$ cat src/sv/text_console_writer_assert.svh
// ----------------------------------------------------------------------------
// text_console_writer assertion macros
// Concurrent check wrappers, clocked on clk and idle during arst_n.
// ----------------------------------------------------------------------------
`ifndef TEXT_CONSOLE_WRITER_ASSERT_SVH
`define TEXT_CONSOLE_WRITER_ASSERT_SVH
`ifndef SYNTHESIS
// property must hold at every edge
`define TCW_ASSERT(lbl, prop, msg) \
	lbl: assert property (@(posedge clk) disable iff (!arst_n) (prop)) \
		else $error(msg);
// antecedent implies consequent in the same cycle
`define TCW_IMPLY(lbl, ante, cons, msg) \
	lbl: assert property (@(posedge clk) disable iff (!arst_n) (ante) |-> (cons)) \
		else $error(msg);
`else
`define TCW_ASSERT(lbl, prop, msg)
`define TCW_IMPLY(lbl, ante, cons, msg)
`endif
`endif

$ cat src/sv/tcw_pkg.sv
// ----------------------------------------------------------------------------
// tcw_pkg
// Shared constants, codes and transfer types of the text console writer.
// ----------------------------------------------------------------------------
`default_nettype none

package tcw_pkg;

	localparam int BUFFER_WORDS = 16384;
	localparam int COLUMNS      = 80;
	localparam int ROWS         = 25;
	localparam int SCREEN_WORDS = COLUMNS * ROWS;
	localparam int TAB_STOP     = 4;
	localparam int LAST_TAB_COL = COLUMNS - 1;
	// display start at or past this point relocates the screen before a scroll
	localparam int RELOC_AT     = BUFFER_WORDS - SCREEN_WORDS - COLUMNS;

	localparam int AW         = $clog2(BUFFER_WORDS);
	localparam int TAB_W      = $clog2(TAB_STOP);
	localparam int CMD_W      = 2;
	localparam int CHAR_W     = 8;
	localparam int OFS_W      = 14;
	localparam int DATA_W     = 16;
	localparam int COL_W      = 7;
	localparam int ROW_W      = 5;
	localparam int COLOUR_W   = 8;
	localparam int CFG_IDX_W  = 1;
	localparam int CFG_DATA_W = 16;

	localparam int Q_DEPTH = 2;
	localparam int QP_W    = $clog2(Q_DEPTH);
	localparam int QC_W    = $clog2(Q_DEPTH + 1);

	localparam logic [CMD_W-1:0] CMD_PUT   = 2'd0;
	localparam logic [CMD_W-1:0] CMD_CLEAR = 2'd1;
	localparam logic [CMD_W-1:0] CMD_READ  = 2'd2;

	localparam logic [CFG_IDX_W-1:0] REG_TEXT_COLOUR = 1'd0;
	localparam logic [CFG_IDX_W-1:0] REG_BLANK_CELL  = 1'd1;

	localparam logic [COLOUR_W-1:0] TEXT_COLOUR_RST = 8'd7;
	localparam logic [DATA_W-1:0]   BLANK_CELL_RST  = 16'h0720;

	typedef struct packed {
		logic [CMD_W-1:0]  cmd;
		logic [CHAR_W-1:0] char_code;
		logic [OFS_W-1:0]  cell_index;
	} tcw_in_t;

	typedef struct packed {
		logic [DATA_W-1:0] read_data;
		logic [OFS_W-1:0]  cursor_offset;
		logic [OFS_W-1:0]  display_start;
		logic [COL_W-1:0]  cursor_col;
		logic [ROW_W-1:0]  cursor_row;
	} tcw_out_t;

	typedef enum logic [3:0] {
		K_NUL,
		K_BS,
		K_HT,
		K_LF,
		K_CR,
		K_PRINT,
		K_CLEAR,
		K_READ,
		K_NONE
	} tcw_kind_t;

	typedef struct packed {
		tcw_kind_t         kind;
		logic [CHAR_W-1:0] char_code;
		logic [OFS_W-1:0]  cell_index;
	} tcw_op_t;

	// head of the command queue as seen by the back end
	typedef struct packed {
		logic    valid;
		tcw_op_t item;
	} tcw_q_t;

	typedef struct packed {
		logic [COLOUR_W-1:0] text_colour;
		logic [DATA_W-1:0]   blank_cell;
	} tcw_cfg_t;

endpackage

`default_nettype wire

$ cat src/sv/tcw_front.sv
// ----------------------------------------------------------------------------
// tcw_front
// Accepts commands, decodes them into operation kinds, queues them.
// ----------------------------------------------------------------------------
`default_nettype none

module tcw_front (
	input  logic             clk,
	input  logic             arst_n,
	input  logic             in_valid,
	output logic             in_stall,
	input  tcw_pkg::tcw_in_t in_data,
	output tcw_pkg::tcw_q_t  q_head,
	input  logic             q_pop
);

	import tcw_pkg::*;
	`include "text_console_writer_assert.svh"

	localparam logic [CHAR_W-1:0] CH_NUL = 8'h00;
	localparam logic [CHAR_W-1:0] CH_BS  = 8'h08;
	localparam logic [CHAR_W-1:0] CH_HT  = 8'h09;
	localparam logic [CHAR_W-1:0] CH_LF  = 8'h0A;
	localparam logic [CHAR_W-1:0] CH_CR  = 8'h0D;

	function automatic tcw_op_t classify(input tcw_in_t it);
		tcw_op_t op;
		op.char_code  = it.char_code;
		op.cell_index = it.cell_index;
		case (it.cmd)
			CMD_PUT: begin
				case (it.char_code)
					CH_NUL:  op.kind = K_NUL;
					CH_BS:   op.kind = K_BS;
					CH_HT:   op.kind = K_HT;
					CH_LF:   op.kind = K_LF;
					CH_CR:   op.kind = K_CR;
					default: op.kind = K_PRINT;
				endcase
			end
			CMD_CLEAR: op.kind = K_CLEAR;
			CMD_READ:  op.kind = K_READ;
			default:   op.kind = K_NONE;
		endcase
		return op;
	endfunction

	tcw_op_t          fifo_q [Q_DEPTH];
	logic [QP_W-1:0]  wr_ptr_q;
	logic [QP_W-1:0]  rd_ptr_q;
	logic [QC_W-1:0]  count_q;
	logic             push;

	assign in_stall     = (count_q == QC_W'(Q_DEPTH));
	assign push         = in_valid && !in_stall;
	assign q_head.valid = (count_q != '0);
	assign q_head.item  = fifo_q[rd_ptr_q];

	always_ff @(posedge clk) begin
		if (push) begin
			fifo_q[wr_ptr_q] <= classify(in_data);
		end
	end

	always_ff @(posedge clk or negedge arst_n) begin
		if (!arst_n) begin
			wr_ptr_q <= '0;
			rd_ptr_q <= '0;
			count_q  <= '0;
		end else begin
			if (push) begin
				wr_ptr_q <= (wr_ptr_q == QP_W'(Q_DEPTH - 1)) ? '0 : wr_ptr_q + QP_W'(1);
			end
			if (q_pop) begin
				rd_ptr_q <= (rd_ptr_q == QP_W'(Q_DEPTH - 1)) ? '0 : rd_ptr_q + QP_W'(1);
			end
			case ({push, q_pop})
				2'b10:   count_q <= count_q + QC_W'(1);
				2'b01:   count_q <= count_q - QC_W'(1);
				default: count_q <= count_q;
			endcase
		end
	end

	`TCW_IMPLY(a_no_pop_empty, q_pop, count_q != '0, "pop from empty command queue")
	`TCW_ASSERT(a_queue_bound, count_q <= QC_W'(Q_DEPTH), "command queue overfilled")

endmodule

`default_nettype wire

$ cat config.mk
export PLATFORM = sky130hd
export DESIGN_NAME = tcw_front
export DESIGN_NICKNAME = d
export VERILOG_FILES = /design/src/sv/tcw_pkg.sv /design/src/sv/tcw_front.sv
export VERILOG_INCLUDE_DIRS = /design/src /design/src/sv
export SDC_FILE = /design/constraint.sdc
export NUM_CORES = 1
export LEC_CHECK = 0
export BUFFER_PORTS_ARGS = -buffer_cell sky130_fd_sc_hd__buf_2
export CORE_UTILIZATION = 30
export CTS_CLUSTER_DIAMETER = 120
export DETAILED_ROUTE_END_ITERATION = 16
export PLACE_DENSITY = 0.59
export RECOVER_POWER = 50
export SLEW_MARGIN = 5
export SYNTH_ARGS = -nofsm -noshare
export SYNTH_HDL_FRONTEND = slang
export SYNTH_SLANG_ARGS = --single-unit
$ cat constraint.sdc
create_clock -name clk -period 4.4 [get_ports clk]
set_input_delay 0 -clock clk [delete_from_list [all_inputs] [get_ports clk]]
set_output_delay 0 -clock clk [all_outputs]
set_load 0.05 [all_outputs]
==> metrics.md <==
| Metric | Value |
|---|---|
| Status | `finished, final reports clean` |
| Req. time, crit path | `between 4 and 5 ns` |
| GP Congestion | `about 0.76` |
| Largest family of logic cells by synthesized area | `multiplexers` |
| Routed Wire Length | `slightly below 4000 microns` |
| Average cell area after synthesis | `about 19 sq um` |
| First-pass GRT wire length | `between 5000 and 6000 microns` |
| Switching Share | `a little over two fifths` |
| Longest Clk Path Bufs | `2` |
| Cell-internal power | `~1200 uW` |
| Multiplexer share of the synthesized area | `13.3%` |
| Max layer used | `met4` |
| Register area share after synthesis | `75.3%` |
| HPWL Detailed | `2670 microns` |
| Shortest period the worst path allows | `approximately 2.1 ns` |
| Synth area leader | `edfxtp_1` |
| Setup-failing EPs final | `0` |
| Skew final | `between 0.007 and 0.008 ns` |
| Syn Inst Count | `around 120` |
| PortBufs | `55` |
| DRT Pass-1 Iters | `4` |
| EDFF count, synth | `52` |
| Cell Area, Synth | `~2200 sq um` |
| Via count | `1,262` |
| Layout Nets | `around 230` |
| Vias in the first global route | `between 1,000 and 1,500` |
| Post-synth top cells | `52 x edfxtp_1, 26 x mux2_2, 5 x nor2_1` |
| Power Dens Cells | `682 nW/um^2` |
| Post-Route Setup TNS | `0 ns` |
| Root buf cell | `clkbuf_8` |
| Starting DRT DRC Count | `40` |
| Clock sinks | `56` |
| Die H | `between 80 and 90 microns` |
| Comb power frac | `42.7%` |
| Post-CTS Setup Bufs | `0` |
| N_diodes | `0` |
| Largest net degree at the start of global routing | `28` |
| Area post-placement | `~2600 sq um` |
| Final Hold Viols | `0` |
| Ys async rst share | `under 10%` |
| Total CTS buffers | `5` |
| Yosys top cell area share | `70.7%` |
| Setup crit start kind | `register` |
| # rows | `30` |
| Worst-Skew Late Latency | `0.30 ns` |
| Placeable Area | `6940 sq um` |
| DR vias/cell | `about 4.2` |
| Relative slew slack | `23.8%` |
| Peak supply drop | `0.199 mV` |
| NetSw | `827 uW` |
| GRT Resource Usage Total | `10.4%` |
| Post-CTS sizing | `0` |
| Met3 wire len | `between 200 and 250 microns` |
| Met1 wire length | `1710 microns` |
| Synth Register Bits | `56` |
| Full die area | `about 7700 sq um` |
| Top cells by area, synth | `edfxtp_1 71%, mux2_2 13%, dfrtp_1 4.5%` |
| Initial Util | `a little under a third` |
| Post-route DRC | `0` |
| Fmax | `about 480 MHz` |
| CP max-delay cell | `dfrtp_1` |
| LEAKAGE | `between 0.001 and 0.0015 uW` |
| Finished Cell Area | `roughly 2900 sq um` |
| Post-route ant nets | `0` |
| Post-synthesis simple-gate area fraction | `about 3.7%` |
| Pins Over Slew Limit | `0` |
| Adder-cell area share of the yosys netlist | `about 1.7%` |
| Synth Area in XOR/XNOR | `2.38%` |
| Hold crit path type | `in -> reg` |
| CP max stage delay | `between 1 and 1.5 ns` |
| Worst Setup Path Type | `reg -> out` |
| Worst-margin pin slew | `1.14 ns` |
| Post-synth top flop | `edfxtp_1` |
| CP Max Fanout | `27` |
| Fill cells | `about 660` |
| Arr. time, crit path | `between 2 and 2.5 ns` |
| Most numerous cell in the Yosys netlist | `edfxtp_1` |
| Share of cells above drive strength 1 | `around a third` |
| Area delta synth->final | `31.7%` |
| Register share of total power | `roughly two fifths` |
| Met2 Routed Length | `~2000 microns` |
| # hold bufs at CTS | `24` |
| WL/cell | `13.2 microns` |
| CTS HTree Levels | `2` |
| Compound-gate portion of the synthesized area | `between 2 and 2.5%` |
| Period utilization | `a little under half` |
| Die Wd | `approximately 88 microns` |
| Initial antenna violation count | `0` |
| Syn nets | `around 150` |
| Yosys warns | `0` |
| Max Cap Violations | `0` |
| RSZ-0062 raised after global routing | `false` |
| Clock share of power | `roughly 16%` |
| Number of distinct library cells after synthesis | `24` |
| I/O pins | `56` |
| Grt ovf | `0` |
| Worst Setup End Kind | `output port` |
| Crit-path cells | `mux2_2 > buf_2` |
| CTS tree | `done` |
| Clock-pin slew on the worst setup and hold paths | `around 0.090 ns` |
==> state kept, by name, summed over array words and instances, names as in the netlist <==
| name | cells |
|---|---|
| fifo_q | 52 |
| wr_ptr_q | 1 |
| count_q | 2 |
| rd_ptr_q | 1 |
==> logic make-up after synthesis <==
kind of cell / after synthesis
DFF: 56
muxes: 26
and+or+nand+nor: 13
AOI/OAI and AO/OA: 7
buffers and inverters: 7
xor gates and xnor gates: 6
adders and majority gates: 3
==> through the flow <==
stage          worst slack (ns)  instances  hold slack, ns  utilization [%]  power [uW]
3_3_place_gp               2.58        268          -0.188             37.5        1670
4_1_cts                    2.28        300          0.0359             42.5        2010
3_5_place_dp               2.54        268          -0.188             37.5        1670
5_1_grt                    2.21        300          0.0337             41.9        2070
6_report                   2.33        300          0.0385             41.9        1980
2_1_floorplan              2.26        118          -0.296                -        1480
==> worst paths after layout <==
path / startpoint / endpoint / slack, ns / depth (start not counted)
worst max-delay path: rd_ptr_q / q_head[24] / 2.33 / 2
worst min-delay path: in_valid / wr_ptr_q / 0.04 / 3
worst max register to register: count_q[0] / fifo_q[0][20] / 2.58 / 4
worst min register to register: count_q[1] / count_q[1] / 0.49 / 1
max in group asynchronous: arst_n / count_q[1] / 4.14 / 2
min in group asynchronous: arst_n / rd_ptr_q / 0.07 / 2
==> power groups by stage <==
| stage | registers, uW | clock network (uW) | logic (uW) |
|---|---|---|---|
| final | 814 | 321 | 847 |
| after global routing | 829 | 355 | 887 |
| after global placement | 825 | 0 | 843 |
| after detailed placement | 830 | 0 | 845 |
| after floorplan | 772 | 0 | 712 |
| after CTS | 818 | 329 | 864 |
==> layout make-up <==
cell class | instances | area, sq um | share of cell area [%]
Tap cell | 96 | 120 | 4.13
Clock buffer | 7 | 76.3 | 2.63
Timing Repair Buffer | 81 | 503 | 17.3
Clock inverter | 1 | 30.0 | 1.03
Sequential cell | 56 | 1660 | 57.2
Multi-Input combinational cell | 55 | 500 | 17.2
Inverter | 4 | 15.0 | 0.517
==> worst max-delay path, delay by kind of cell (launching register included) <==
| kind | cells | cell delay, ns |
|---|---|---|
| DFF | 1 | 1.11 |
| muxes | 1 | 0.43 |
| buffers and inverters | 1 | 0.21 |
==> placed cells by master, fill, tap and decap left out, types with 2 or more instances in the layout <==
master and instances:
inv_1 4, buf_4 2, clkbuf_1 24, dfrtp_1 4, edfxtp_1 52, xnor2_1 4, buf_2 33, xor2_1 2
o21ai_0 2, clkbuf_8 5, nor2_1 4, ha_1 3, mux2_2 26, dlygate4sd3_1 24, nand2_1 2
==> layer usage <==
metal  GRT usage (%)  vias to the layer above
met2            17.3                       37
li1                -                      618
met4            4.02                        0
met1            12.5                      601
met3            3.20                        6
met5               0                        -
No activity file was read; power rests on OpenSTA's default activity.
